File: src/design/rdc_pkg.sv
// Package: shared constants, types and helpers of the radix digit converter.
`timescale 1ns / 1ps

package rdc_pkg;

    // Field widths of the channel words
    localparam int VALUE_W = 64;
    localparam int RADIX_W = 6;
    localparam int CHAR_W  = 7;

    // Sizing of the conversion
    localparam int VALUE_BITS = 64;
    localparam int MAX_DIGITS = 64;
    localparam int DIGIT_W    = 6;
    localparam int CNT_W      = $clog2(MAX_DIGITS + 1);
    localparam int IDX_W      = $clog2(MAX_DIGITS);

    // Divider: bits retired per cycle and the cycle count per division
    localparam int BITS_PER_CYC = 8;
    localparam int DIV_CYCLES   = (VALUE_BITS + BITS_PER_CYC - 1) / BITS_PER_CYC;
    localparam int PAD_BITS     = DIV_CYCLES * BITS_PER_CYC;
    localparam int DCYC_W       = (DIV_CYCLES > 1) ? $clog2(DIV_CYCLES) : 1;

    // Radix limits and character codes
    localparam logic [RADIX_W-1:0] RADIX_MIN    = RADIX_W'(2);
    localparam logic [RADIX_W-1:0] RADIX_MAX    = RADIX_W'(36);
    localparam logic [DIGIT_W-1:0] DEC_DIGITS   = DIGIT_W'(10);
    localparam logic [CHAR_W-1:0]  ASCII_ZERO   = CHAR_W'(8'h30);
    localparam logic [CHAR_W-1:0]  ASCII_UPPER_A = CHAR_W'(8'h41);
    localparam logic [CHAR_W-1:0]  CHAR_ERROR   = '0;

    // Sequencer states
    typedef enum logic [2:0] {
        ST_IDLE,
        ST_DIVIDE,
        ST_FETCH,
        ST_LOAD,
        ST_EMIT
    } rdc_state_t;

    // Divider request
    typedef struct packed {
        logic                  start;
        logic [VALUE_BITS-1:0] dividend;
        logic [RADIX_W-1:0]    divisor;
    } rdc_div_ctrl_t;

    // Divider status
    typedef struct packed {
        logic               busy;
        logic               done;
        logic [DIGIT_W-1:0] remainder;
    } rdc_div_stat_t;

    // Digit value to ASCII: 0-9 then A-Z
    function automatic logic [CHAR_W-1:0] digit_to_ascii(input logic [DIGIT_W-1:0] d);
        logic [CHAR_W-1:0] dx;
        dx = {{(CHAR_W - DIGIT_W){1'b0}}, d};
        if (d < DEC_DIGITS)
            return dx + ASCII_ZERO;
        else
            return dx - {{(CHAR_W - DIGIT_W){1'b0}}, DEC_DIGITS} + ASCII_UPPER_A;
    endfunction

endpackage

File: src/design/rdc_in_if.sv
// Interface: input channel carrying the value and radix word.
`timescale 1ns / 1ps

interface rdc_in_if;
    logic                        valid;
    logic                        ready;
    logic [rdc_pkg::VALUE_W-1:0] value;
    logic [rdc_pkg::RADIX_W-1:0] radix;

    modport source (output valid, output value, output radix, input ready);
    modport sink   (input valid, input value, input radix, output ready);
endinterface

File: src/design/rdc_out_if.sv
// Interface: output channel carrying one character word.
`timescale 1ns / 1ps

interface rdc_out_if;
    logic                       valid;
    logic                       ready;
    logic [rdc_pkg::CHAR_W-1:0] char_code;
    logic                       last;
    logic                       bad_radix;

    modport source (output valid, output char_code, output last, output bad_radix,
                    input ready);
    modport sink   (input valid, input char_code, input last, input bad_radix,
                    output ready);
endinterface

File: src/design/rdc_div_unit.sv
// Iterative divider: divides the running quotient by the radix, 8 bits per cycle.
`timescale 1ns / 1ps

module rdc_div_unit
(
    input  logic                             clk,
    input  logic                             rst_n,
    input  rdc_pkg::rdc_div_ctrl_t           ctrl,
    output rdc_pkg::rdc_div_stat_t           stat,
    output logic [rdc_pkg::VALUE_BITS-1:0]   quotient
);

    // Shift register: dividend bits leave at the top, quotient bits enter at the bottom
    logic [rdc_pkg::PAD_BITS-1:0] acc_reg, acc_next;
    logic [rdc_pkg::DIGIT_W-1:0]  rem_reg, rem_next;
    logic [rdc_pkg::RADIX_W-1:0]  dsr_reg, dsr_next;
    logic [rdc_pkg::DCYC_W-1:0]   cyc_reg, cyc_next;
    logic                         busy_reg, busy_next;
    logic                         done_reg, done_next;

    // Restoring division step, unrolled over one byte of dividend
    logic [rdc_pkg::BITS_PER_CYC-1:0] qbits;
    logic [rdc_pkg::DIGIT_W-1:0]      rem_step;

    always_comb
    begin
        logic [rdc_pkg::DIGIT_W:0] part;
        rem_step = rem_reg;
        qbits    = '0;
        for (int i = 0; i < rdc_pkg::BITS_PER_CYC; i++)
        begin
            part = {rem_step, acc_reg[rdc_pkg::PAD_BITS-1-i]};
            if (part >= {1'b0, dsr_reg})
            begin
                part = part - {1'b0, dsr_reg};
                qbits[rdc_pkg::BITS_PER_CYC-1-i] = 1'b1;
            end
            rem_step = part[rdc_pkg::DIGIT_W-1:0];
        end
    end

    // Sequencing of one division
    always_comb
    begin
        acc_next  = acc_reg;
        rem_next  = rem_reg;
        dsr_next  = dsr_reg;
        cyc_next  = cyc_reg;
        busy_next = busy_reg;
        done_next = 1'b0;
        if (ctrl.start)
        begin
            acc_next  = rdc_pkg::PAD_BITS'(ctrl.dividend);
            rem_next  = '0;
            dsr_next  = ctrl.divisor;
            cyc_next  = '0;
            busy_next = 1'b1;
        end
        else if (busy_reg)
        begin
            acc_next = (acc_reg << rdc_pkg::BITS_PER_CYC)
                     | rdc_pkg::PAD_BITS'(qbits);
            rem_next = rem_step;
            cyc_next = cyc_reg + 1'b1;
            if (cyc_reg == rdc_pkg::DCYC_W'(rdc_pkg::DIV_CYCLES - 1))
            begin
                busy_next = 1'b0;
                done_next = 1'b1;
            end
        end
    end

    always_ff @(posedge clk or negedge rst_n)
    begin
        if (!rst_n)
        begin
            acc_reg  <= '0;
            cyc_reg  <= '0;
            busy_reg <= 1'b0;
            done_reg <= 1'b0;
        end
        else
        begin
            acc_reg  <= acc_next;
            cyc_reg  <= cyc_next;
            busy_reg <= busy_next;
            done_reg <= done_next;
        end
    end

    // Operand registers
    always_ff @(posedge clk)
    begin
        rem_reg <= rem_next;
        dsr_reg <= dsr_next;
    end

    assign stat.busy      = busy_reg;
    assign stat.done      = done_reg;
    assign stat.remainder = rem_reg;
    assign quotient       = acc_reg[rdc_pkg::VALUE_BITS-1:0];

endmodule

File: src/design/rdc_digit_store.sv
// Digit store: one write port, one registered read port.
`timescale 1ns / 1ps

module rdc_digit_store
(
    input  logic                          clk,
    input  logic                          wr_en,
    input  logic [rdc_pkg::IDX_W-1:0]     wr_addr,
    input  logic [rdc_pkg::DIGIT_W-1:0]   wr_data,
    input  logic                          rd_en,
    input  logic [rdc_pkg::IDX_W-1:0]     rd_addr,
    output logic [rdc_pkg::DIGIT_W-1:0]   rd_data
);

    logic [rdc_pkg::DIGIT_W-1:0] mem_reg [rdc_pkg::MAX_DIGITS];
    logic [rdc_pkg::DIGIT_W-1:0] rd_data_reg;

    // Write port
    always_ff @(posedge clk)
    begin
        if (wr_en)
            mem_reg[wr_addr] <= wr_data;
    end

    // Read port
    always_ff @(posedge clk)
    begin
        if (rd_en)
            rd_data_reg <= mem_reg[rd_addr];
    end

    assign rd_data = rd_data_reg;

endmodule

File: src/design/radix_digit_converter.sv
// Radix digit converter: unsigned value to ASCII digits in base 2 to 36.
// A bad radix word is valid the cycle after acceptance. Otherwise each digit takes
// 8 divider steps of 8 quotient bits and one step to store it and restart, repeated
// until the quotient is zero; each character then takes a store read, a load and
// the handshake, most significant first. No new number is accepted until the last
// character of the current one has been taken.
// Reset (rst_n, async, active low) returns to idle; the digit store is not cleared.
`timescale 1ns / 1ps

module radix_digit_converter
(
    input  logic      clk,
    input  logic      rst_n,
    rdc_in_if.sink    number,
    rdc_out_if.source text
);

    rdc_pkg::rdc_state_t state_reg, state_next;

    logic [rdc_pkg::CNT_W-1:0]   n_reg, n_next;
    logic [rdc_pkg::IDX_W-1:0]   idx_reg, idx_next;
    logic [rdc_pkg::RADIX_W-1:0] radix_reg, radix_next;
    logic                        out_valid_reg, out_valid_next;
    logic [rdc_pkg::CHAR_W-1:0]  char_reg, char_next;
    logic                        last_reg, last_next;
    logic                        bad_reg, bad_next;

    rdc_pkg::rdc_div_ctrl_t        div_ctrl;
    rdc_pkg::rdc_div_stat_t        div_stat;
    logic [rdc_pkg::VALUE_BITS-1:0] div_quot;

    logic                        wr_en;
    logic                        rd_en;
    logic [rdc_pkg::DIGIT_W-1:0] rd_data;
    logic                        in_fire;
    logic                        out_fire;
    logic                        radix_ok;
    logic [rdc_pkg::CNT_W-1:0]   n_fin;

    // Single divider, reused for every digit
    rdc_div_unit u_div
    (
        .clk      (clk),
        .rst_n    (rst_n),
        .ctrl     (div_ctrl),
        .stat     (div_stat),
        .quotient (div_quot)
    );

    // Remainders, least significant first
    rdc_digit_store u_store
    (
        .clk     (clk),
        .wr_en   (wr_en),
        .wr_addr (n_reg[rdc_pkg::IDX_W-1:0]),
        .wr_data (div_stat.remainder),
        .rd_en   (rd_en),
        .rd_addr (idx_reg),
        .rd_data (rd_data)
    );

    assign in_fire  = number.valid && number.ready;
    assign out_fire = out_valid_reg && text.ready;
    assign radix_ok = (number.radix >= rdc_pkg::RADIX_MIN)
                   && (number.radix <= rdc_pkg::RADIX_MAX);

    // Next state and outputs
    always_comb
    begin
        state_next     = state_reg;
        n_next         = n_reg;
        idx_next       = idx_reg;
        radix_next     = radix_reg;
        out_valid_next = out_valid_reg;
        char_next      = char_reg;
        last_next      = last_reg;
        bad_next       = bad_reg;
        number.ready   = 1'b0;
        wr_en          = 1'b0;
        rd_en          = 1'b0;
        n_fin          = n_reg;
        div_ctrl.start    = 1'b0;
        div_ctrl.dividend = div_quot;
        div_ctrl.divisor  = radix_reg;

        case (state_reg)
            rdc_pkg::ST_IDLE:
            begin
                number.ready      = 1'b1;
                div_ctrl.dividend = number.value[rdc_pkg::VALUE_BITS-1:0];
                div_ctrl.divisor  = number.radix;
                if (in_fire)
                begin
                    if (radix_ok)
                    begin
                        div_ctrl.start = 1'b1;
                        radix_next     = number.radix;
                        n_next         = '0;
                        state_next     = rdc_pkg::ST_DIVIDE;
                    end
                    else
                    begin
                        n_next         = '0;
                        char_next      = rdc_pkg::CHAR_ERROR;
                        last_next      = 1'b1;
                        bad_next       = 1'b1;
                        out_valid_next = 1'b1;
                        state_next     = rdc_pkg::ST_EMIT;
                    end
                end
            end

            rdc_pkg::ST_DIVIDE:
            begin
                if (div_stat.done)
                begin
                    // Keep the low digits once the store is full
                    if (n_reg < rdc_pkg::CNT_W'(rdc_pkg::MAX_DIGITS))
                    begin
                        wr_en = 1'b1;
                        n_fin = n_reg + 1'b1;
                    end
                    n_next = n_fin;
                    if (div_quot != '0)
                    begin
                        div_ctrl.start = 1'b1;
                    end
                    else
                    begin
                        idx_next   = rdc_pkg::IDX_W'(n_fin - 1'b1);
                        state_next = rdc_pkg::ST_FETCH;
                    end
                end
            end

            rdc_pkg::ST_FETCH:
            begin
                rd_en      = 1'b1;
                state_next = rdc_pkg::ST_LOAD;
            end

            rdc_pkg::ST_LOAD:
            begin
                char_next      = rdc_pkg::digit_to_ascii(rd_data);
                last_next      = (idx_reg == '0);
                bad_next       = 1'b0;
                out_valid_next = 1'b1;
                state_next     = rdc_pkg::ST_EMIT;
            end

            rdc_pkg::ST_EMIT:
            begin
                if (out_fire)
                begin
                    out_valid_next = 1'b0;
                    if (last_reg)
                    begin
                        state_next = rdc_pkg::ST_IDLE;
                    end
                    else
                    begin
                        idx_next   = idx_reg - 1'b1;
                        state_next = rdc_pkg::ST_FETCH;
                    end
                end
            end

            default:
            begin
                state_next = rdc_pkg::ST_IDLE;
            end
        endcase
    end

    // Control registers
    always_ff @(posedge clk or negedge rst_n)
    begin
        if (!rst_n)
        begin
            state_reg     <= rdc_pkg::ST_IDLE;
            n_reg         <= '0;
            idx_reg       <= '0;
            out_valid_reg <= 1'b0;
        end
        else
        begin
            state_reg     <= state_next;
            n_reg         <= n_next;
            idx_reg       <= idx_next;
            out_valid_reg <= out_valid_next;
        end
    end

    // Payload registers
    always_ff @(posedge clk)
    begin
        radix_reg <= radix_next;
        char_reg  <= char_next;
        last_reg  <= last_next;
        bad_reg   <= bad_next;
    end

    assign text.valid     = out_valid_reg;
    assign text.char_code = char_reg;
    assign text.last      = last_reg;
    assign text.bad_radix = bad_reg;

    // Divider only runs while the sequencer waits on it
    assert property (@(posedge clk) disable iff (!rst_n)
        div_stat.busy |-> state_reg == rdc_pkg::ST_DIVIDE)
        else $error("divider busy outside divide state");

    // No new number taken while a character word is pending
    assert property (@(posedge clk) disable iff (!rst_n)
        number.ready |-> !text.valid)
        else $error("input ready while output word pending");

    // An error word is the only word of its conversion
    assert property (@(posedge clk) disable iff (!rst_n)
        (text.valid && text.bad_radix) |-> (text.last && text.char_code == rdc_pkg::CHAR_ERROR))
        else $error("bad radix word malformed");

    // A digit count of zero never reaches the read phase
    assert property (@(posedge clk) disable iff (!rst_n)
        (state_reg == rdc_pkg::ST_FETCH) |-> (n_reg != '0))
        else $error("fetch with no digits stored");

endmodule

File: src/flat_wrapper.sv
// flat-port wrapper written by rule: the top's interface ports become plain ports
module radix_digit_converter_flat 
  (clk, rst_n, number_valid, number_value, number_radix, number_ready, text_valid, text_char_code, text_last, text_bad_radix, text_ready);
  rdc_in_if number_i ();
  rdc_out_if text_i ();
  input  logic clk;
  input  logic rst_n;
  input wire logic [$bits(number_i.valid)-1:0] number_valid;
  input wire logic [$bits(number_i.value)-1:0] number_value;
  input wire logic [$bits(number_i.radix)-1:0] number_radix;
  output wire logic [$bits(number_i.ready)-1:0] number_ready;
  output wire logic [$bits(text_i.valid)-1:0] text_valid;
  output wire logic [$bits(text_i.char_code)-1:0] text_char_code;
  output wire logic [$bits(text_i.last)-1:0] text_last;
  output wire logic [$bits(text_i.bad_radix)-1:0] text_bad_radix;
  input wire logic [$bits(text_i.ready)-1:0] text_ready;
  assign number_i.valid = number_valid;
  assign number_i.value = number_value;
  assign number_i.radix = number_radix;
  assign number_ready = number_i.ready;
  assign text_valid = text_i.valid;
  assign text_char_code = text_i.char_code;
  assign text_last = text_i.last;
  assign text_bad_radix = text_i.bad_radix;
  assign text_i.ready = text_ready;
  radix_digit_converter u_core (.clk(clk), .rst_n(rst_n), .number(number_i), .text(text_i));
endmodule
File: config.mk
export PLATFORM = sky130hd
export DESIGN_NAME = radix_digit_converter_flat
export DESIGN_NICKNAME = d
export VERILOG_FILES = /design/src/design/rdc_pkg.sv /design/src/design/rdc_in_if.sv /design/src/design/rdc_out_if.sv /design/src/design/rdc_div_unit.sv /design/src/design/rdc_digit_store.sv /design/src/design/radix_digit_converter.sv /design/src/flat_wrapper.sv
export SDC_FILE = /design/constraint.sdc
export NUM_CORES = 1
export LEC_CHECK = 0
export ABC_AREA = 1
export BUFFER_PORTS_ARGS = -buffer_cell sky130_fd_sc_hd__buf_2
export CORE_MARGIN = 5
export CORE_UTILIZATION = 40
export DETAILED_ROUTE_END_ITERATION = 8
export MAX_ROUTING_LAYER = met4
export REMOVE_ABC_BUFFERS = 1
export SETUP_SLACK_MARGIN = 0.1
export SLEW_MARGIN = 20
export SYNTH_ARGS = -nofsm -noshare
export SYNTH_HDL_FRONTEND = slang
export SYNTH_SLANG_ARGS = --single-unit
File: constraint.sdc
create_clock -name clk -period 30.6 [get_ports clk]
set_input_delay 0 -clock clk [delete_from_list [all_inputs] [get_ports clk]]
set_output_delay 0 -clock clk [all_outputs]
set_load 0.01 [all_outputs]
After elaboration in Yosys (flattened, before gate mapping)
Memories as Yosys holds them, arrays and structs flattened. A register that Yosys moved wholly into a read port is not among the register bits.
Cells that the tools add are included.
{ "op_classes": {"addsub": 15, "magnitude_cmp": 12, "eq_ne": 12, "n_mux": 67, "bitwise": 1, "reduce_logical": 18} }
{ "ops": {"columns": ["operator", "count"], "rows": [
  ["$mux W64", 2],
  ["$mux W6", 12],
  ["$mux W70", 1],
  ["$or A64 B8 Y64", 1],
  ["$reduce_bool A64 Y1", 1],
  ["$ge A7 B6 Y1", 8],
  ["$mux W7", 8],
  ["$sub A6 B6 Y6", 8],
  ["$mux W1", 28],
  ["$pmux W7 S2", 2],
  ["$mux W3", 7],
  ["$pmux W3 S5", 1],
  ["$pmux W6 S2", 1],
  ["$sub A6 B1 Y6 const B", 2],
  ["$ne A2 B2 Y1 const B", 5],
  ["$reduce_and A3 Y1", 3],
  ["$reduce_and A4 Y1", 2],
  ["$reduce_bool A2 Y1", 4],
  ["$add A6 B6 Y7 const B", 1],
  ["$add A7 B1 Y7 const B", 1],
  ["$add A7 B7 Y7 const B", 1],
  ["$lt A7 B7 Y1 const B", 1],
  ["$sub A6 B4 Y7 const B", 1],
  ["$eq A3 B2 Y1 const B", 2],
  ["16 further kinds", 22]
]} }
{ "totals": {"ff_bits": 113, "ramBits": 384, "inputBits": 74, "wordCells": 140, "n_memories": 1} }
{ "mem_list": {"columns": ["name", "depth", "width", "read_ports", "rd_ports_with_merged_regs", "write_ports", "line", "rtl"], "rows": [
  ["u_core.u_store.mem_reg", 64, 6, 1, 1, 1, "rdc_digit_store.sv:15", "logic [rdc_pkg::DIGIT_W-1:0] mem_reg [rdc_pkg::MAX_DIGITS];"]
]} }

Logic depth before layout (Yosys ltp)
{ "depth": {"word_depth": 19, "depth_mapped": 88, "depth_no_buf": 87} }

Modules after synthesis
Synthesis repeated with hierarchy kept, for this count alone.
{ "hier_totals": {"cells_unflattened": 2670, "hier_area_um2": 25171.6} }
{ "modules_own_cells": {"columns": ["module", "n_inst", "cells_per_inst", "area_each_um2", "seq_area_each_um2"], "rows": [
  ["rdc_digit_store", 1, 1376, 15990.3, 11711.2],
  ["rdc_div_unit", 1, 783, 6207.2, 2026.9],
  ["radix_digit_converter", 1, 511, 2974.1, 875.8]
]} }

Worst setup path after synthesis
No wires, ideal clock.
{ "synth_path": {"kind": "flip-flop to flip-flop", "startpoint": "register u_core.u_div.rem_reg[4] in the netlist's numbering", "endpoint": "register u_core.u_div.rem_reg[4] in the netlist's numbering", "setup_ns": 0.116, "arrival_ns": 13.010, "setup_slack_ns": 17.474, "stages_incl_launch_ff": 82, "n_path_buf": 2, "synth_period_minus_slack_ns": 13.126, "cell_sequence": "dfxtp_1 ha_1 inv_1 nor2_1 a21oi_2 nand3_2 buf_6 o21ai_0 inv_1 ha_1 nand3_1 nand2_1 nand2_1 nand2_1 a21oi_1 nand3_1 buf_4 o21ai_0 [46 not listed] o21bai_1 a221oi_1 inv_1 nor2_4 nand3_1 nand2_1 inv_1 ha_1 a21oi_1 nand2_1 a21oi_1 o21bai_1 a221oi_1 inv_1 nor2_2 nand3_1 nand3_1 nand2_1"} }
{ "synth_between": {"elab_chain_len": 16} }
{ "synth_rtl": {"columns": ["item", "line", "rtl"], "rows": [
  ["start: declaration", "rdc_div_unit.sv:15", "logic [rdc_pkg::DIGIT_W-1:0] rem_reg, rem_next;"],
  ["start signal: assignment", "rdc_div_unit.sv:94", "rem_reg <= rem_next;"],
  ["$sub A6 B6 Y6 or $ge A7 B6 Y1 (tied branches)", "rdc_div_unit.sv:35, rdc_div_unit.sv:33", null],
  ["$mux W6 (*)", "rdc_div_unit.sv:33", "if (part >= {1'b0, dsr_reg})"],
  ["$ge A7 B6 Y1 or $sub A6 B6 Y6 (tied branches)", "rdc_div_unit.sv:33, rdc_div_unit.sv:35", null],
  ["$mux W6 (*)", "rdc_div_unit.sv:33", null],
  ["$sub A6 B6 Y6 or $ge A7 B6 Y1 (tied branches)", "rdc_div_unit.sv:35, rdc_div_unit.sv:33", null],
  ["$mux W6 (*)", "rdc_div_unit.sv:33", null],
  ["$sub A6 B6 Y6 or $ge A7 B6 Y1 (tied branches)", "rdc_div_unit.sv:35, rdc_div_unit.sv:33", null],
  ["$mux W6 (*)", "rdc_div_unit.sv:33", null],
  ["$sub A6 B6 Y6 or $ge A7 B6 Y1 (tied branches)", "rdc_div_unit.sv:35, rdc_div_unit.sv:33", null],
  ["$mux W6 (*)", "rdc_div_unit.sv:33", null],
  ["$sub A6 B6 Y6 or $ge A7 B6 Y1 (tied branches)", "rdc_div_unit.sv:35, rdc_div_unit.sv:33", null],
  ["$mux W6 (*)", "rdc_div_unit.sv:33", null],
  ["$ge A7 B6 Y1 or $sub A6 B6 Y6 (tied branches)", "rdc_div_unit.sv:33, rdc_div_unit.sv:35", null],
  ["$mux W6 (*)", "rdc_div_unit.sv:33", null],
  ["$sub A6 B6 Y6 or $ge A7 B6 Y1 (tied branches)", "rdc_div_unit.sv:35, rdc_div_unit.sv:33", null],
  ["$mux W6 (*)", "rdc_div_unit.sv:33", null]
]} }
Mark *: on every way between the ends. The rest lies on a longest branch, timed or not.
A chain may end at the register's enable or synchronous reset.

Worst setup path after layout
{ "layout_path": {"startpoint": "register u_core.u_div.dsr_reg[1] in the netlist's numbering", "endpoint": "register u_core.u_div.rem_reg[3] in the netlist's numbering"} }
{ "layout_between": {"elab_chain_len": 16} }
{ "layout_rtl": {"columns": ["item", "line", "rtl"], "rows": [
  ["start: declaration", "rdc_div_unit.sv:16", "logic [rdc_pkg::RADIX_W-1:0] dsr_reg, dsr_next;"],
  ["start signal: assignment", "rdc_div_unit.sv:95", "dsr_reg <= dsr_next;"],
  ["$sub A6 B6 Y6 or $ge A7 B6 Y1 (tied branches)", "rdc_div_unit.sv:35, rdc_div_unit.sv:33", null],
  ["$mux W6", "rdc_div_unit.sv:33", null],
  ["$sub A6 B6 Y6 or $ge A7 B6 Y1 (tied branches)", "rdc_div_unit.sv:35, rdc_div_unit.sv:33", null],
  ["$mux W6", "rdc_div_unit.sv:33", null],
  ["$sub A6 B6 Y6 or $ge A7 B6 Y1 (tied branches)", "rdc_div_unit.sv:35, rdc_div_unit.sv:33", null],
  ["$mux W6", "rdc_div_unit.sv:33", null],
  ["$sub A6 B6 Y6 or $ge A7 B6 Y1 (tied branches)", "rdc_div_unit.sv:35, rdc_div_unit.sv:33", null],
  ["$mux W6", "rdc_div_unit.sv:33", null],
  ["$sub A6 B6 Y6 or $ge A7 B6 Y1 (tied branches)", "rdc_div_unit.sv:35, rdc_div_unit.sv:33", null],
  ["$mux W6", "rdc_div_unit.sv:33", null],
  ["$ge A7 B6 Y1 or $sub A6 B6 Y6 (tied branches)", "rdc_div_unit.sv:33, rdc_div_unit.sv:35", null],
  ["$mux W6", "rdc_div_unit.sv:33", null],
  ["$sub A6 B6 Y6 or $ge A7 B6 Y1 (tied branches)", "rdc_div_unit.sv:35, rdc_div_unit.sv:33", null],
  ["$mux W6", "rdc_div_unit.sv:33", null],
  ["$sub A6 B6 Y6 or $ge A7 B6 Y1 (tied branches)", "rdc_div_unit.sv:35, rdc_div_unit.sv:33", null],
  ["$mux W6 (*)", "rdc_div_unit.sv:33", null]
]} }
Marked as above.

==> results summary <==
TritonCTS built the clock tree. Buffers inserted during clock tree synthesis total 51. At the pin with the least slew margin, the transition time is 1100 ps. On the critical path, the stage with the largest delay is an instance of edfxtp_1. By instance count, the cell type seen most on the critical path is nand2_1. The CTS root buffer is clkbuf_16.

The longest clock path from root to sink contains 3 buffers. The total count of max-transition violations in the final report is 0. The multiplexer share of the synthesized area is 0.0912%. The cell count after placement is 2,913. The pin count of the biggest net entering global routing came out at 95. The via total after detailed routing came out at around 17,000. The type of the setup path with the least slack is flop to flop.

The worst path setup slack after routing came out at 15,800 ps. Using the TritonRoute via totals, the vias-per-cell ratio works out to 5.57. After Yosys synthesis, full adders, half adders and majority gates account for 3.64% of the synthesized area. The number of DRC violations after detailed routing came out at 0. The via count of the first global-routing pass is between 15,000 and 20,000. The initial antenna violation count came out at 0. The width of the chip came out at between 200 and 300 um. The clock-pin slew on the worst setup and hold paths is 60 ps.

Buffers inserted to repair hold after CTS numbered 74. The number of enable flip-flop cells after synthesis came out at 411. The worst path arrival time came out at 15,290 ps. Counting every instance in the synthesized netlist gives 2,146. After global routing the overflow that remains totals 0. The final routed wirelength across all metal layers is 64,000 um.

After the first detailed-routing iteration, the DRC count stood at about 1,500. Yosys printed 0 warnings. 0 antenna diodes ended up in the layout. The all-layer global routing usage is 20.3%.

The library cells used most frequently in the layout, excluding fill and tap cells, are edfxtp_1 (411), nor2_1 (306), nand2_1 (254). The most common library cell in the layout ignoring fill and taps is edfxtp_1. In the post-synthesis netlist, the biggest area contributors are edfxtp_1 (53%), dfrtp_1 (9.2%), o21ai_0 (5.4%).

The clock skew after layout came out at roughly 14 ps. 85 I/O pins were placed. The post-synthesis share of cell area spent on and, or, nand and nor gates is 13.5%. The critical path data required time came out at 31,090 ps. The fraction of final layout cells sized beyond drive strength 1 is 9.84%. STA classifies the critical path startpoint as a flop.

The peak fanout along the critical path came out at 12. The number of gates resized after cts is 0. The share of synthesized flip-flops with an asynchronous set or reset is 17.1%.

The share of the synthesized area in the top cell type is 52.9%. The core footprint is 0.0577 mm2. The sink count of the clock tree came out at 503.

The top cell type by total area after synthesis is edfxtp_1. The number of failing setup endpoints in the final timing report came out at 0. The netlist area before placement is 0.0233 mm2.

The number of maximum-capacitance constraint violations is 0. The worst setup path is captured at a flop. The die is ~250 um tall. The iteration count of the initial detailed-routing pass came out at 8. After detailed routing, the average wire length per cell comes to between 20 and 25 um. The H-tree depth came out at 2. The total die area came out at between 0.06 and 0.07 mm2.

The number of buffers added for setup after CTS is 0. Before CTS, the worst setup slack after placement is about 16,000 ps. The post-synthesis sequential area ratio came out at 62.6%. The maximum cell stage delay along the critical path is around 640 ps. The worst slew margin relative to its limit came out at 26.6%. The count of final hold-check violations came to 0. The effective utilization at floorplan came out at 40.4%. The post-detailed-placement half-perimeter wirelength is around 40,000 um.

The global placement routability congestion is 0.892. For the worst-skew pair, the clock arrives at the later sink with an insertion delay of 600 ps. The primary flip-flop cell chosen by synthesis mapping is edfxtp_1. The path class of the tightest hold or removal check is input port to flop. Excluding fillers, the count of instances in the completed layout stands at 3,083. Row generation in the floorplan step produced between 80 and 90 rows.

The largest family of logic cells by synthesized area is compound AO/OA/AOI/OAI gates. The total negative slack for setup checks came out at 0 ps. The total number of nets in the final design is 2,412. The number of flip-flops in the largest register is 384. The area added between synthesis and finish came out at 15.3%. Synthesis instantiated 51 different standard cells from the library. The run finished with clean final reports. The share of the cycle needed by the critical path after routing is approximately half. The fraction of synthesized cell area in xor and xnor cells came out at under 10%. The detail route stage leaves a number of antenna-violating nets equal to 0. In this run, synthesis produced a sequential element count of 503. The compound-cell area share of the yosys netlist is 14.0%. The average cell area after synthesis is 10.9 um2.

The number of port buffers came out at 84. The first global-routing pass estimated 99,100 um of wire. Derived from the worst setup path, the maximum achievable clock frequency is 67.6 MHz. The worst path in the final design needs a cycle of 14,800 ps, including I/O delays and setup. Setup repair after global routing left no endpoint under its margin.
-- area by class of cell --
cell class              instances  area [um2]
fillers                      5268       30800
flip-flops and latches        503       14600
multi-input cells            1342        7590
clock buffers                  69        1380
repair buffers                181        1340
well taps                     765         957
inverters                     196         739
clock inverters                27         269
-- routing by layer --
layer	routed length (um)	vias to the layer above	global-route usage (%)	part of all wire [%]
met5	0	-	-	0
met4	1770	0	5.52	2.8
met3	4270	131	3.01	6.7
met2	30100	618	32.3	47
met1	27800	8424	27.6	44
li1	-	8010	-	-
-- synth_stat cells, types with 20 or more instances --
| cell | n |
|---|---|
| o221ai_1 | 122 |
| xor2_1 | 20 |
| nor2_1 | 307 |
| edfxtp_1 | 411 |
| nand2_1 | 254 |
| o21ai_0 | 252 |
| clkbuf_1 | 97 |
| ha_1 | 55 |
| nand3_1 | 83 |
| nand4_1 | 33 |
| a21oi_1 | 46 |
| o22ai_1 | 34 |
| dfrtp_1 | 86 |
| o211ai_1 | 20 |
| inv_1 | 191 |
-- through the flow --
step           utilization [%]  instance area, um2  hold slack, ps
2_1_floorplan                -               22900            -296
3_3_place_gp              42.5               24500            -141
3_5_place_dp              42.5               24500            -135
4_1_cts                   46.6               26900             126
5_1_grt                   46.6               26900             169
6_report                  46.6               26900             164
-- cell families (layout without fill, tap and decap cells) --
group	after synthesis	after routing
mux	2	2
buf+inv	301	473
fa+ha+maj	63	63
compound gates	515	515
simple gates	727	727
flops	503	503
xor+xnor	35	35
-- path summary, 6_finish.rpt --
kind | start | end | depth (start not counted) | slack, ps
worst max-delay path | u_core.u_div.dsr_reg[1] | u_core.u_div.rem_reg[3] | 82 | 15800
max in group asynchronous | rst_n | u_core.idx_reg[0] | 3 | 29640
worst min-delay path | number_value[60] | u_core.u_div.quotient[60] | 4 | 160
worst min register to register | u_core.u_div.quotient[3] | u_core.u_div.quotient[3] | 2 | 500
worst max register to register | u_core.u_div.dsr_reg[1] | u_core.u_div.rem_reg[3] | 82 | 15800
min in group asynchronous | rst_n | u_core.u_div.quotient[30] | 3 | 240
-- critical path, delay by kind of cell, from the launching register on --
kind                       cells  cell delay (ps)
buffers and inverters         11             1150
adders and majority gates      8             2670
and+or+nand+nor               33             3970
DFF                            1              640
AOI/OAI and AO/OA             30             6240
Power is not shown: default switching activity piles up to over one toggle a cycle in this logic, so the estimate is an artifact.
